[config.mk]
export PLATFORM = sky130hd
export DESIGN_NAME = cascade_diff_drive_pid_unit
export DESIGN_NICKNAME = d
export VERILOG_FILES = /design/src/cdd_pkg.sv /design/src/cdd_cfg_regs.sv /design/src/cdd_datapath.sv /design/src/cdd_ctrl.sv /design/src/cascade_diff_drive_pid_unit.sv
export SDC_FILE = /design/constraint.sdc
export NUM_CORES = 2
export LEC_CHECK = 0
export BUFFER_PORTS_ARGS = -buffer_cell sky130_fd_sc_hd__buf_2
export CAP_MARGIN = 15
export CORE_MARGIN = 2
export CORE_UTILIZATION = 54
export DETAILED_ROUTE_END_ITERATION = 8
export PLACE_DENSITY = 0.76
export SLEW_MARGIN = 20
export SYNTH_ARGS = -nofsm -noshare
export SYNTH_HDL_FRONTEND = slang
export SYNTH_SLANG_ARGS = --single-unit
export TNS_END_PERCENT = 5
[constraint.sdc]
create_clock -name clk -period 21.2 [get_ports clk]
set_input_delay 3.18 -clock clk [delete_from_list [all_inputs] [get_ports clk]]
set_output_delay 3.18 -clock clk [all_outputs]
set_load 0.01 [all_outputs]
[src/cdd_pkg.sv]
// Shared types and constants for the cascade differential-drive PID block:
// register map, configuration bundle, and controller-to-datapath commands.
// No dependencies.
`default_nettype none

package cdd_pkg;

    localparam int unsigned CFG_INDEX_W = 3;
    localparam int unsigned CFG_DATA_W  = 24;

    typedef enum logic [CFG_INDEX_W-1:0] {
        REG_ERROR_TO_DIFF_SCALE,
        REG_DIFF_LIMIT,
        REG_SMOOTHING_WEIGHT,
        REG_PROP_GAIN,
        REG_INTEG_GAIN,
        REG_DERIV_GAIN,
        REG_INTEG_LIMIT,
        REG_DRIVE_LIMIT
    } cfg_index_t;

    typedef struct packed {
        logic [15:0] error_to_diff_scale;
        logic [14:0] diff_limit;
        logic [15:0] smoothing_weight;
        logic [23:0] prop_gain;
        logic [23:0] integ_gain;
        logic [23:0] deriv_gain;
        logic [22:0] integ_limit;
        logic [14:0] drive_limit;
    } cfg_t;

    localparam logic [15:0] SCALE_RST       = 16'd655;
    localparam logic [14:0] DIFF_LIMIT_RST  = 15'd6144;
    localparam logic [15:0] WEIGHT_RST      = 16'd13107;
    localparam logic [23:0] PROP_GAIN_RST   = 24'd40960;
    localparam logic [23:0] INTEG_GAIN_RST  = 24'd2048;
    localparam logic [23:0] DERIV_GAIN_RST  = 24'd410;
    localparam logic [22:0] INTEG_LIMIT_RST = 23'd409600;
    localparam logic [14:0] DRIVE_LIMIT_RST = 15'd1000;

    typedef enum logic [3:0] {
        STEP_NONE,
        STEP_CAPTURE,
        STEP_DIFF,
        STEP_RAW,
        STEP_DELTA,
        STEP_TARGET_L,
        STEP_TARGET_R,
        STEP_ERR,
        STEP_SUM,
        STEP_DRIVE_L,
        STEP_DRIVE_R,
        STEP_OUT
    } step_t;

    typedef enum logic [3:0] {
        MUL_NONE,
        MUL_LAT,
        MUL_SMOOTH_L,
        MUL_SMOOTH_R,
        MUL_P_L,
        MUL_I_L,
        MUL_D_L,
        MUL_P_R,
        MUL_I_R,
        MUL_D_R
    } mul_sel_t;

    typedef enum logic [1:0] {
        ACC_HOLD,
        ACC_LOAD,
        ACC_ADD
    } acc_op_t;

    typedef struct packed {
        step_t    step;
        mul_sel_t mul;
        acc_op_t  acc;
    } dp_cmd_t;

endpackage

`default_nettype wire

[src/cdd_cfg_regs.sv]
// Configuration register file for the cascade differential-drive PID block.
// Depends on cdd_pkg for the register map and the cfg_t bundle.
`default_nettype none

module cdd_cfg_regs (
    input  wire logic                             clk,
    input  wire logic                             rst_n,
    input  wire logic                             cfg_valid,
    output logic                                  cfg_ready,
    input  wire logic [cdd_pkg::CFG_INDEX_W-1:0]  cfg_index,
    input  wire logic [cdd_pkg::CFG_DATA_W-1:0]   cfg_data,
    output cdd_pkg::cfg_t                         cfg
);

    cdd_pkg::cfg_t cfg_reg;

    assign cfg_ready = 1'b1;
    assign cfg       = cfg_reg;

    always_ff @(posedge clk or negedge rst_n)
    begin
        if (!rst_n)
        begin
            cfg_reg.error_to_diff_scale <= cdd_pkg::SCALE_RST;
            cfg_reg.diff_limit          <= cdd_pkg::DIFF_LIMIT_RST;
            cfg_reg.smoothing_weight    <= cdd_pkg::WEIGHT_RST;
            cfg_reg.prop_gain           <= cdd_pkg::PROP_GAIN_RST;
            cfg_reg.integ_gain          <= cdd_pkg::INTEG_GAIN_RST;
            cfg_reg.deriv_gain          <= cdd_pkg::DERIV_GAIN_RST;
            cfg_reg.integ_limit         <= cdd_pkg::INTEG_LIMIT_RST;
            cfg_reg.drive_limit         <= cdd_pkg::DRIVE_LIMIT_RST;
        end
        else if (cfg_valid && cfg_ready)
        begin
            case (cfg_index)
                cdd_pkg::REG_ERROR_TO_DIFF_SCALE: cfg_reg.error_to_diff_scale <= cfg_data[15:0];
                cdd_pkg::REG_DIFF_LIMIT:          cfg_reg.diff_limit          <= cfg_data[14:0];
                cdd_pkg::REG_SMOOTHING_WEIGHT:    cfg_reg.smoothing_weight    <= cfg_data[15:0];
                cdd_pkg::REG_PROP_GAIN:           cfg_reg.prop_gain           <= cfg_data[23:0];
                cdd_pkg::REG_INTEG_GAIN:          cfg_reg.integ_gain          <= cfg_data[23:0];
                cdd_pkg::REG_DERIV_GAIN:          cfg_reg.deriv_gain          <= cfg_data[23:0];
                cdd_pkg::REG_INTEG_LIMIT:         cfg_reg.integ_limit         <= cfg_data[22:0];
                cdd_pkg::REG_DRIVE_LIMIT:         cfg_reg.drive_limit         <= cfg_data[14:0];
                default:                          cfg_reg <= cfg_reg;
            endcase
        end
    end

endmodule

`default_nettype wire

[src/cdd_datapath.sv]
// Datapath of the cascade differential-drive PID block: input capture, one
// shared 25x25 multiplier, accumulator, filter and PID state, output registers.
// Depends on cdd_pkg; driven by cdd_ctrl through dp_cmd_t.
`default_nettype none

module cdd_datapath (
    input  wire logic               clk,
    input  wire logic               rst_n,
    input  wire cdd_pkg::dp_cmd_t   cmd,
    input  wire cdd_pkg::cfg_t      cfg,
    input  wire logic signed [15:0] lateral_error,
    input  wire logic signed [15:0] forward_speed,
    input  wire logic signed [15:0] left_speed,
    input  wire logic signed [15:0] right_speed,
    output logic signed [15:0]      left_drive,
    output logic signed [15:0]      right_drive,
    output logic signed [15:0]      left_target,
    output logic signed [15:0]      right_target
);

    function automatic logic signed [15:0] sat16(input logic signed [16:0] v);
        logic signed [15:0] r;
        if (v > 17'sd32767)
            r = 16'sh7fff;
        else if (v < -17'sd32768)
            r = 16'sh8000;
        else
            r = v[15:0];
        return r;
    endfunction

    // captured item
    logic signed [15:0] lat_reg, fwd_reg, lspd_reg, rspd_reg;

    // working registers
    logic signed [49:0] prod_reg, prod_next;
    logic signed [49:0] acc_reg;
    logic signed [15:0] diff_reg, diff_next;
    logic signed [15:0] raw_l_reg, raw_r_reg;
    logic signed [16:0] delta_l_reg, delta_r_reg;
    logic signed [17:0] deriv_l_reg, deriv_r_reg;
    logic signed [15:0] drv_l_reg, drv_r_reg;

    // loop state
    logic signed [15:0] tgt_l_reg, tgt_r_reg;
    logic signed [16:0] err_l_reg, err_r_reg;
    logic signed [23:0] sum_l_reg, sum_r_reg;

    // result item
    logic signed [15:0] out_dl_reg, out_dr_reg, out_tl_reg, out_tr_reg;

    logic signed [24:0] mul_a, mul_b;

    always_comb
    begin
        mul_a = '0;
        mul_b = '0;
        case (cmd.mul)
            cdd_pkg::MUL_LAT:
            begin
                mul_a = $signed({9'd0, cfg.error_to_diff_scale});
                mul_b = $signed({{9{lat_reg[15]}}, lat_reg});
            end
            cdd_pkg::MUL_SMOOTH_L:
            begin
                mul_a = $signed({9'd0, cfg.smoothing_weight});
                mul_b = $signed({{8{delta_l_reg[16]}}, delta_l_reg});
            end
            cdd_pkg::MUL_SMOOTH_R:
            begin
                mul_a = $signed({9'd0, cfg.smoothing_weight});
                mul_b = $signed({{8{delta_r_reg[16]}}, delta_r_reg});
            end
            cdd_pkg::MUL_P_L:
            begin
                mul_a = $signed({1'b0, cfg.prop_gain});
                mul_b = $signed({{8{err_l_reg[16]}}, err_l_reg});
            end
            cdd_pkg::MUL_I_L:
            begin
                mul_a = $signed({1'b0, cfg.integ_gain});
                mul_b = $signed({sum_l_reg[23], sum_l_reg});
            end
            cdd_pkg::MUL_D_L:
            begin
                mul_a = $signed({1'b0, cfg.deriv_gain});
                mul_b = $signed({{7{deriv_l_reg[17]}}, deriv_l_reg});
            end
            cdd_pkg::MUL_P_R:
            begin
                mul_a = $signed({1'b0, cfg.prop_gain});
                mul_b = $signed({{8{err_r_reg[16]}}, err_r_reg});
            end
            cdd_pkg::MUL_I_R:
            begin
                mul_a = $signed({1'b0, cfg.integ_gain});
                mul_b = $signed({sum_r_reg[23], sum_r_reg});
            end
            cdd_pkg::MUL_D_R:
            begin
                mul_a = $signed({1'b0, cfg.deriv_gain});
                mul_b = $signed({{7{deriv_r_reg[17]}}, deriv_r_reg});
            end
            default:
            begin
                mul_a = '0;
                mul_b = '0;
            end
        endcase
    end

    assign prod_next = mul_a * mul_b;

    // speed difference: round, then clamp to +/- diff_limit
    logic signed [32:0] lat_prod, diff_rnd, diff_lim, diff_sat;

    always_comb
    begin
        lat_prod = $signed(prod_reg[32:0]);
        diff_rnd = (lat_prod + 33'sd2048) >>> 12;
        diff_lim = $signed({18'd0, cfg.diff_limit});
        if (diff_rnd > diff_lim)
            diff_sat = diff_lim;
        else if (diff_rnd < -diff_lim)
            diff_sat = -diff_lim;
        else
            diff_sat = diff_rnd;
        diff_next = diff_sat[15:0];
    end

    // raw wheel targets
    logic signed [15:0] half;
    logic signed [16:0] raw_l_w, raw_r_w;

    assign half    = diff_reg >>> 1;
    assign raw_l_w = {fwd_reg[15], fwd_reg} - {half[15], half};
    assign raw_r_w = {fwd_reg[15], fwd_reg} + {half[15], half};

    // exponential smoothing correction
    logic signed [33:0] sm_rnd;

    assign sm_rnd = ($signed(prod_reg[33:0]) + 34'sd32768) >>> 16;

    // wheel errors and derivatives
    logic signed [16:0] err_l_new, err_r_new;

    assign err_l_new = {tgt_l_reg[15], tgt_l_reg} - {lspd_reg[15], lspd_reg};
    assign err_r_new = {tgt_r_reg[15], tgt_r_reg} - {rspd_reg[15], rspd_reg};

    // clamped error sums
    logic signed [24:0] sum_l_w, sum_r_w, ilim;
    logic signed [23:0] sum_l_next, sum_r_next;

    always_comb
    begin
        ilim    = $signed({2'b00, cfg.integ_limit});
        sum_l_w = {sum_l_reg[23], sum_l_reg} + {{8{err_l_reg[16]}}, err_l_reg};
        sum_r_w = {sum_r_reg[23], sum_r_reg} + {{8{err_r_reg[16]}}, err_r_reg};
        if (sum_l_w > ilim)
            sum_l_next = ilim[23:0];
        else if (sum_l_w < -ilim)
            sum_l_next = 24'(-ilim);
        else
            sum_l_next = sum_l_w[23:0];
        if (sum_r_w > ilim)
            sum_r_next = ilim[23:0];
        else if (sum_r_w < -ilim)
            sum_r_next = 24'(-ilim);
        else
            sum_r_next = sum_r_w[23:0];
    end

    // PID output: round away the Q24 fraction, clamp to drive_limit
    logic signed [49:0] drv_rnd, dlim, drv_sat;

    always_comb
    begin
        drv_rnd = (acc_reg + 50'sd8388608) >>> 24;
        dlim    = $signed({35'd0, cfg.drive_limit});
        if (drv_rnd > dlim)
            drv_sat = dlim;
        else if (drv_rnd < -dlim)
            drv_sat = -dlim;
        else
            drv_sat = drv_rnd;
    end

    always_ff @(posedge clk)
    begin
        if (cmd.mul != cdd_pkg::MUL_NONE)
            prod_reg <= prod_next;

        case (cmd.acc)
            cdd_pkg::ACC_LOAD: acc_reg <= prod_reg;
            cdd_pkg::ACC_ADD:  acc_reg <= acc_reg + prod_reg;
            default:           acc_reg <= acc_reg;
        endcase

        case (cmd.step)
            cdd_pkg::STEP_CAPTURE:
            begin
                lat_reg  <= lateral_error;
                fwd_reg  <= forward_speed;
                lspd_reg <= left_speed;
                rspd_reg <= right_speed;
            end
            cdd_pkg::STEP_DIFF:
                diff_reg <= diff_next;
            cdd_pkg::STEP_RAW:
            begin
                raw_l_reg <= sat16(raw_l_w);
                raw_r_reg <= sat16(raw_r_w);
            end
            cdd_pkg::STEP_DELTA:
            begin
                delta_l_reg <= {raw_l_reg[15], raw_l_reg} - {tgt_l_reg[15], tgt_l_reg};
                delta_r_reg <= {raw_r_reg[15], raw_r_reg} - {tgt_r_reg[15], tgt_r_reg};
            end
            cdd_pkg::STEP_ERR:
            begin
                deriv_l_reg <= {err_l_new[16], err_l_new} - {err_l_reg[16], err_l_reg};
                deriv_r_reg <= {err_r_new[16], err_r_new} - {err_r_reg[16], err_r_reg};
            end
            cdd_pkg::STEP_DRIVE_L:
                drv_l_reg <= drv_sat[15:0];
            cdd_pkg::STEP_DRIVE_R:
                drv_r_reg <= drv_sat[15:0];
            cdd_pkg::STEP_OUT:
            begin
                out_dl_reg <= drv_l_reg;
                out_dr_reg <= drv_r_reg;
                out_tl_reg <= tgt_l_reg;
                out_tr_reg <= tgt_r_reg;
            end
            default:
                diff_reg <= diff_reg;
        endcase
    end

    always_ff @(posedge clk or negedge rst_n)
    begin
        if (!rst_n)
        begin
            tgt_l_reg <= '0;
            tgt_r_reg <= '0;
            err_l_reg <= '0;
            err_r_reg <= '0;
            sum_l_reg <= '0;
            sum_r_reg <= '0;
        end
        else
        begin
            case (cmd.step)
                cdd_pkg::STEP_TARGET_L:
                    tgt_l_reg <= tgt_l_reg + sm_rnd[15:0];
                cdd_pkg::STEP_TARGET_R:
                    tgt_r_reg <= tgt_r_reg + sm_rnd[15:0];
                cdd_pkg::STEP_ERR:
                begin
                    err_l_reg <= err_l_new;
                    err_r_reg <= err_r_new;
                end
                cdd_pkg::STEP_SUM:
                begin
                    sum_l_reg <= sum_l_next;
                    sum_r_reg <= sum_r_next;
                end
                default:
                    tgt_l_reg <= tgt_l_reg;
            endcase
        end
    end

    assign left_drive   = out_dl_reg;
    assign right_drive  = out_dr_reg;
    assign left_target  = out_tl_reg;
    assign right_target = out_tr_reg;

`ifndef ASSERT_OFF
    a_diff_in_limit: assert property (@(posedge clk) disable iff (!rst_n)
        cmd.step == cdd_pkg::STEP_DIFF |=>
            diff_reg <= $signed({1'b0, $past(cfg.diff_limit)}) &&
            diff_reg >= -$signed({1'b0, $past(cfg.diff_limit)}))
        else $error("speed difference outside its limit");

    a_sum_in_limit: assert property (@(posedge clk) disable iff (!rst_n)
        cmd.step == cdd_pkg::STEP_SUM |=>
            sum_l_reg <= $signed({1'b0, $past(cfg.integ_limit)}) &&
            sum_l_reg >= -$signed({1'b0, $past(cfg.integ_limit)}) &&
            sum_r_reg <= $signed({1'b0, $past(cfg.integ_limit)}) &&
            sum_r_reg >= -$signed({1'b0, $past(cfg.integ_limit)}))
        else $error("error sum outside integral limit");

    a_drive_l_in_limit: assert property (@(posedge clk) disable iff (!rst_n)
        cmd.step == cdd_pkg::STEP_DRIVE_L |=>
            drv_l_reg <= $signed({1'b0, $past(cfg.drive_limit)}) &&
            drv_l_reg >= -$signed({1'b0, $past(cfg.drive_limit)}))
        else $error("left drive outside drive limit");

    a_drive_r_in_limit: assert property (@(posedge clk) disable iff (!rst_n)
        cmd.step == cdd_pkg::STEP_DRIVE_R |=>
            drv_r_reg <= $signed({1'b0, $past(cfg.drive_limit)}) &&
            drv_r_reg >= -$signed({1'b0, $past(cfg.drive_limit)}))
        else $error("right drive outside drive limit");
`endif

endmodule

`default_nettype wire

[src/cdd_ctrl.sv]
// Sequencer of the cascade differential-drive PID block: runs the fixed
// schedule of one item and owns the input and output handshakes.
// Depends on cdd_pkg for dp_cmd_t.
`default_nettype none

module cdd_ctrl (
    input  wire logic        clk,
    input  wire logic        rst_n,
    input  wire logic        in_valid,
    output logic             in_ready,
    output logic             out_valid,
    input  wire logic        out_ready,
    output cdd_pkg::dp_cmd_t cmd
);

    typedef enum logic [4:0] {
        ST_IDLE,
        ST_MUL_LAT,
        ST_DIFF,
        ST_RAW,
        ST_DELTA,
        ST_SM_L,
        ST_TG_L,
        ST_TG_R,
        ST_ERR,
        ST_SUM,
        ST_MAC_IL,
        ST_MAC_DL,
        ST_MAC_PR,
        ST_MAC_IR,
        ST_MAC_DR,
        ST_MAC_END,
        ST_DRV_R,
        ST_OUT
    } state_t;

    state_t state_reg, state_next;
    logic   out_valid_reg, out_valid_next;

    assign in_ready  = (state_reg == ST_IDLE);
    assign out_valid = out_valid_reg;

    always_comb
    begin
        state_next = state_reg;
        cmd.step   = cdd_pkg::STEP_NONE;
        cmd.mul    = cdd_pkg::MUL_NONE;
        cmd.acc    = cdd_pkg::ACC_HOLD;
        case (state_reg)
            ST_IDLE:
            begin
                if (in_valid)
                begin
                    cmd.step   = cdd_pkg::STEP_CAPTURE;
                    state_next = ST_MUL_LAT;
                end
            end
            ST_MUL_LAT:
            begin
                cmd.mul    = cdd_pkg::MUL_LAT;
                state_next = ST_DIFF;
            end
            ST_DIFF:
            begin
                cmd.step   = cdd_pkg::STEP_DIFF;
                state_next = ST_RAW;
            end
            ST_RAW:
            begin
                cmd.step   = cdd_pkg::STEP_RAW;
                state_next = ST_DELTA;
            end
            ST_DELTA:
            begin
                cmd.step   = cdd_pkg::STEP_DELTA;
                state_next = ST_SM_L;
            end
            ST_SM_L:
            begin
                cmd.mul    = cdd_pkg::MUL_SMOOTH_L;
                state_next = ST_TG_L;
            end
            ST_TG_L:
            begin
                cmd.step   = cdd_pkg::STEP_TARGET_L;
                cmd.mul    = cdd_pkg::MUL_SMOOTH_R;
                state_next = ST_TG_R;
            end
            ST_TG_R:
            begin
                cmd.step   = cdd_pkg::STEP_TARGET_R;
                state_next = ST_ERR;
            end
            ST_ERR:
            begin
                cmd.step   = cdd_pkg::STEP_ERR;
                state_next = ST_SUM;
            end
            ST_SUM:
            begin
                cmd.step   = cdd_pkg::STEP_SUM;
                cmd.mul    = cdd_pkg::MUL_P_L;
                state_next = ST_MAC_IL;
            end
            ST_MAC_IL:
            begin
                cmd.mul    = cdd_pkg::MUL_I_L;
                cmd.acc    = cdd_pkg::ACC_LOAD;
                state_next = ST_MAC_DL;
            end
            ST_MAC_DL:
            begin
                cmd.mul    = cdd_pkg::MUL_D_L;
                cmd.acc    = cdd_pkg::ACC_ADD;
                state_next = ST_MAC_PR;
            end
            ST_MAC_PR:
            begin
                cmd.mul    = cdd_pkg::MUL_P_R;
                cmd.acc    = cdd_pkg::ACC_ADD;
                state_next = ST_MAC_IR;
            end
            ST_MAC_IR:
            begin
                // left sum is complete here; right side reloads the accumulator
                cmd.step   = cdd_pkg::STEP_DRIVE_L;
                cmd.mul    = cdd_pkg::MUL_I_R;
                cmd.acc    = cdd_pkg::ACC_LOAD;
                state_next = ST_MAC_DR;
            end
            ST_MAC_DR:
            begin
                cmd.mul    = cdd_pkg::MUL_D_R;
                cmd.acc    = cdd_pkg::ACC_ADD;
                state_next = ST_MAC_END;
            end
            ST_MAC_END:
            begin
                cmd.acc    = cdd_pkg::ACC_ADD;
                state_next = ST_DRV_R;
            end
            ST_DRV_R:
            begin
                cmd.step   = cdd_pkg::STEP_DRIVE_R;
                state_next = ST_OUT;
            end
            ST_OUT:
            begin
                if (!out_valid_reg || out_ready)
                begin
                    cmd.step   = cdd_pkg::STEP_OUT;
                    state_next = ST_IDLE;
                end
            end
            default:
                state_next = ST_IDLE;
        endcase
    end

    always_comb
    begin
        out_valid_next = out_valid_reg;
        if (cmd.step == cdd_pkg::STEP_OUT)
            out_valid_next = 1'b1;
        else if (out_ready)
            out_valid_next = 1'b0;
    end

    always_ff @(posedge clk or negedge rst_n)
    begin
        if (!rst_n)
        begin
            state_reg     <= ST_IDLE;
            out_valid_reg <= 1'b0;
        end
        else
        begin
            state_reg     <= state_next;
            out_valid_reg <= out_valid_next;
        end
    end

`ifndef ASSERT_OFF
    a_accept_starts: assert property (@(posedge clk) disable iff (!rst_n)
        in_valid && in_ready |=> state_reg == ST_MUL_LAT)
        else $error("accepted item did not start the schedule");

    a_out_waits: assert property (@(posedge clk) disable iff (!rst_n)
        state_reg == ST_OUT && out_valid_reg && !out_ready |=>
            state_reg == ST_OUT && $stable(out_valid_reg))
        else $error("result overwrote an item not yet taken");

    a_out_loaded: assert property (@(posedge clk) disable iff (!rst_n)
        cmd.step == cdd_pkg::STEP_OUT |=> out_valid_reg && state_reg == ST_IDLE)
        else $error("loaded result not presented");
`endif

endmodule

`default_nettype wire

[src/cascade_diff_drive_pid_unit.sv]
// Cascade differential-drive PID controller, one result item per input item.
// Instantiates cdd_cfg_regs, cdd_ctrl and cdd_datapath; depends on cdd_pkg.
//
// Usage:
//   Input channel (in_valid/in_ready) carries lateral_error, forward_speed,
//   left_speed and right_speed for one control tick. Output channel
//   (out_valid/out_ready) returns left_drive, right_drive, left_target and
//   right_target. Configuration channel (cfg_valid/cfg_ready, cfg_index,
//   cfg_data) writes the eight gain and limit registers; cfg_ready is always
//   high and the 3-bit index names one of the eight registers. Write registers
//   only while no item is in flight.
//   An item is accepted only in idle, so a new item waits until the last one
//   has run the whole schedule on the single shared 25x25 multiplier, which
//   runs the scaling, both smoothing filters and the six PID products in
//   turn.
//   A finished result sits in an output register; the next item is accepted
//   while it waits. If the receiver stalls, the following item is held at its
//   last step until the output register frees up.
//   Reset loads the default gains and limits and clears targets, error sums
//   and previous errors; no item or result is pending afterwards.
`default_nettype none

module cascade_diff_drive_pid_unit (
    input  wire logic                             clk,
    input  wire logic                             rst_n,
    input  wire logic                             in_valid,
    output logic                                  in_ready,
    input  wire logic signed [15:0]               lateral_error,
    input  wire logic signed [15:0]               forward_speed,
    input  wire logic signed [15:0]               left_speed,
    input  wire logic signed [15:0]               right_speed,
    output logic                                  out_valid,
    input  wire logic                             out_ready,
    output logic signed [15:0]                    left_drive,
    output logic signed [15:0]                    right_drive,
    output logic signed [15:0]                    left_target,
    output logic signed [15:0]                    right_target,
    input  wire logic                             cfg_valid,
    output logic                                  cfg_ready,
    input  wire logic [cdd_pkg::CFG_INDEX_W-1:0]  cfg_index,
    input  wire logic [cdd_pkg::CFG_DATA_W-1:0]   cfg_data
);

    cdd_pkg::cfg_t    cfg;
    cdd_pkg::dp_cmd_t cmd;

    cdd_cfg_regs u_cfg (
        .clk       (clk),
        .rst_n     (rst_n),
        .cfg_valid (cfg_valid),
        .cfg_ready (cfg_ready),
        .cfg_index (cfg_index),
        .cfg_data  (cfg_data),
        .cfg       (cfg)
    );

    cdd_ctrl u_ctrl (
        .clk       (clk),
        .rst_n     (rst_n),
        .in_valid  (in_valid),
        .in_ready  (in_ready),
        .out_valid (out_valid),
        .out_ready (out_ready),
        .cmd       (cmd)
    );

    cdd_datapath u_dp (
        .clk           (clk),
        .rst_n         (rst_n),
        .cmd           (cmd),
        .cfg           (cfg),
        .lateral_error (lateral_error),
        .forward_speed (forward_speed),
        .left_speed    (left_speed),
        .right_speed   (right_speed),
        .left_drive    (left_drive),
        .right_drive   (right_drive),
        .left_target   (left_target),
        .right_target  (right_target)
    );

endmodule

`default_nettype wire
==> metrics.log <==
[metrics] hold buffers post-CTS: 0
[metrics] final non-filler cell total: 8372
[metrics] Worst Hold Launch: u_dp.drv_l_reg[10]
[metrics] clk root buf: sky130_fd_sc_hd__clkbuf_16
[metrics] die height: 347.5 µm
[metrics] critical path class: flip-flop to flip-flop
[metrics] horizontal extent of the die: 347.5 µm
[metrics] CTS Sinks: 654
[metrics] highest fanout seen on the critical path: 91
[metrics] post-CTS setup buffers: 0
[metrics] post-synthesis sequential area ratio: around 29%
[metrics] final estimated routing congestion in global placement: 0.9654
[metrics] origin of the critical flop-to-flop path: u_ctrl.state_reg[1]
[metrics] number of placed instances with taps included: 8225
[metrics] reg2reg setup slack: between 10000 and 15000 ps
[metrics] number of hold violations in the final report: 0
[metrics] via density per instance: 6.093
[metrics] arrival time at the worst endpoint: 10710 ps
[metrics] post-route worst hold slack: 417.9 ps
[metrics] final total negative setup slack: 0 ps
[metrics] cells taking the most area after synthesis: sky130_fd_sc_hd__edfxtp_1 (18%), sky130_fd_sc_hd__fa_1 (16%), sky130_fd_sc_hd__ha_1 (13%)
[metrics] clk_lat worst skew: 680 ps
[metrics] kind of start point of the critical path: flip-flop
[metrics] number of nets in the finished design: approximately 8100
[metrics] number of max-cap violations: 0
[metrics] final instance area: between 0.06 and 0.07 mm²
[metrics] Worst Skew: approximately 45 ps
[metrics] DRC violation count after routing: 0
[metrics] standard cell area after detailed placement: between 0.06 and 0.07 mm²
[metrics] FF+latch count, synth: 654
[metrics] mapped cell area: about 0.064 mm²
[metrics] number of warnings issued by yosys: 0
[metrics] number of synthesized flops with an enable pin: 377
[metrics] Crit-path slowest cell: sky130_fd_sc_hd__and3_1
[metrics] gate count after technology mapping: 6725
[metrics] global router's overall resource usage: 31.76%
[metrics] htree depth: 3
[metrics] Max Transition Viols Final: 0
[metrics] TritonCTS buffer count: 77
[metrics] end of the worst hold path: u_dp.left_drive[10]
[metrics] Data required, critical path: 21600 ps
[metrics] vias in the first global route: 50890
[metrics] delay of the slowest critical-path stage: ~840 ps
[metrics] setup repair after global routing missed its margin: false
[metrics] buffer depth of the longest clock path: 3
[metrics] total congestion overflow: 0
[metrics] number of detailed-routing iterations run before antenna repair: 8
[metrics] post-cts resize count: 0
[metrics] clock transition at the register clock pins on the worst setup and hold paths after CTS: ~60 ps
[metrics] cell count of the worst reg-to-reg path: 28
[metrics] result of the run: finished, final reports clean
[metrics] floorplan die area: 0.1207 mm²
[metrics] clock tree from TritonCTS: built
[metrics] initial core utilization: 54.17%
[metrics] Post-Syn Nets: 8006
[metrics] part of the cycle the worst path needs: 48.67%
[metrics] destination of the worst register-to-register timing path: u_dp.prod_reg[48]
[metrics] HPWL after detailed placement: 149.3 mm
[metrics] initial detailed-routing violation count: 5109
[metrics] largest area contributor in the netlist: sky130_fd_sc_hd__edfxtp_1
[metrics] slew at the pin closest to its max-slew limit: 1160 ps
[metrics] number of failing setup endpoints in the final timing report: 0
[metrics] fraction of final layout cells sized beyond drive strength 1: slightly above 10%
[metrics] shortest period the worst path allows: 10320 ps
[metrics] class of the tightest hold or removal check: flip-flop to flip-flop
[metrics] layout overhead on the synthesized area: 8.001%
[metrics] Core Area: around 0.12 mm²
[metrics] pin count of the biggest net entering global routing: 94
[metrics] number of antenna violations at the first check in global routing: 7
[metrics] fraction of post-synthesis cell area in the top cell type by area: 17.77%
[metrics] max frequency: 0.09692 GHz
[metrics] total wire length: 192.0 mm
[metrics] async set or reset register ratio after synthesis: 42.35%
[metrics] DRT antenna net count: 0
[metrics] number of port buffers: 161
[metrics] global-route wire length before repair: 296.3 mm
[metrics] Synth cell types: 89
[metrics] Slew headroom: between 20% and 30%
[metrics] num ports: 163
[metrics] number of cells on the worst hold path: 0
[metrics] crit-path most repeated cell: sky130_fd_sc_hd__fa_1
[metrics] average footprint of a synthesized cell: roughly 9.5 µm²
[metrics] capturing element type of the critical path: flip-flop
[metrics] vias post-DR: 51010
[metrics] number of flip-flops in the largest register: roughly 160
[metrics] number of placement rows: between 100 and 150
[metrics] dominant synthesized flop cell: sky130_fd_sc_hd__edfxtp_1
[metrics] post-detailed-route wirelength per cell: between 20 and 25 µm
[how the worst max path moves through the flow]
stage	start	cells past startpoint	endpoint	slack, ps
floorplan	u_ctrl.state_reg[3]	35	u_dp.prod_reg[49]	12050
global placement	u_ctrl.state_reg[1]	30	u_dp.prod_reg[46]	11290
detailed placement	u_ctrl.state_reg[1]	28	u_dp.prod_reg[48]	11100
CTS	u_ctrl.state_reg[2]	30	u_dp.prod_reg[48]	11020
global route	u_ctrl.state_reg[1]	28	u_dp.prod_reg[48]	10380
finish	u_ctrl.state_reg[1]	28	u_dp.prod_reg[48]	10880
[worst max-delay path: cells and delay by family, from the launching register on]
family / cells / cell delay, ps
buffers and inverters: 6 / 1180
adder cells (fa/ha/maj): 8 / 4050
flip-flops: 1 / 480
AND/OR/NAND/NOR: 6 / 2070
AO/OA/AOI/OAI: 8 / 2240
[per-layer routing]
metal  track usage (%)  wire length, µm
met2             50.25            87260
met1             41.21            75200
met5                 0               34
met4             17.86            12770
met3             5.851            16740
[kinds of logic after synthesis]
group	after synthesis	synth area share, %
AOI/OAI and AO/OA	1242	12.73
muxes	234	4.069
other	1	0.005886
DFF	654	28.72
and+or+nand+nor	1871	13.18
buffers and inverters	1179	7.000
adders and majority gates	1187	29.39
xor gates and xnor gates	357	4.908
[stage by stage]
stage	setup WS (ps)	utilization, %
finish	10880	58.50
global route	10380	58.50
detailed placement	11100	56.26
global placement	11290	56.26
CTS	11020	58.48
floorplan	12050	-
[cell usage after synthesis, types with 20 or more instances]
cell                       number
sky130_fd_sc_hd__or3_1         42
sky130_fd_sc_hd__nor2_1       521
sky130_fd_sc_hd__edfxtp_1     377
sky130_fd_sc_hd__a221oi_1      22
sky130_fd_sc_hd__o31ai_1       25
sky130_fd_sc_hd__o21a_1        36
sky130_fd_sc_hd__a21o_1       146
sky130_fd_sc_hd__ha_1         669
sky130_fd_sc_hd__dfstp_2       33
sky130_fd_sc_hd__a21oi_1      319
sky130_fd_sc_hd__nor2b_1       55
sky130_fd_sc_hd__nor4_1        23
sky130_fd_sc_hd__nor3_1        99
sky130_fd_sc_hd__xnor2_1      251
sky130_fd_sc_hd__a31oi_1       44
sky130_fd_sc_hd__nand4_1       63
sky130_fd_sc_hd__inv_1        909
sky130_fd_sc_hd__buf_2         24
sky130_fd_sc_hd__nand3_1      143
sky130_fd_sc_hd__xor2_1       106
sky130_fd_sc_hd__and3_1        46
sky130_fd_sc_hd__and2_1        26
sky130_fd_sc_hd__mux2i_1       34
sky130_fd_sc_hd__nand2_1      729
sky130_fd_sc_hd__clkbuf_1     232
sky130_fd_sc_hd__or2_2         24
sky130_fd_sc_hd__mux2_2       200
sky130_fd_sc_hd__a222oi_1      23
sky130_fd_sc_hd__a211oi_1      39
sky130_fd_sc_hd__o211ai_1      29
sky130_fd_sc_hd__o21bai_1      35
sky130_fd_sc_hd__a22oi_1       54
sky130_fd_sc_hd__o22ai_1       20
sky130_fd_sc_hd__o21ai_0      262
sky130_fd_sc_hd__dfrtp_1      244
sky130_fd_sc_hd__nand2b_1      45
sky130_fd_sc_hd__fa_1         516
[cells in the final DEF, fill, tap and decap left out, drive strengths merged, types with 229 or more instances in the layout]
| cell | netlist | routed |
|---|---|---|
| fa | 516 | 516 |
| nor2 | 522 | 522 |
| dfrtp | 244 | 244 |
| edfxtp | 377 | 377 |
| a21oi | 320 | 320 |
| inv | 913 | 918 |
| ha | 669 | 669 |
| o21ai | 280 | 280 |
| buf | 32 | 229 |
| xnor2 | 251 | 251 |
| nand2 | 729 | 729 |
[final cells by class]
cell class | instances | area (µm²)
Clock inverter | 46 | 505.5
Antenna cell | 5 | 12.51
Clock buffer | 95 | 2108
Tap cell | 1536 | 1922
Sequential cell | 654 | 18290
Inverter | 915 | 3435
Multi-Input combinational cell | 4892 | 41190
Timing Repair Buffer | 229 | 1334
Fill cell | 10020 | 48800
Power is left out: the tool's default activity adds up to more than one toggle a clock period on the data nets, which glitch-free logic cannot reach.
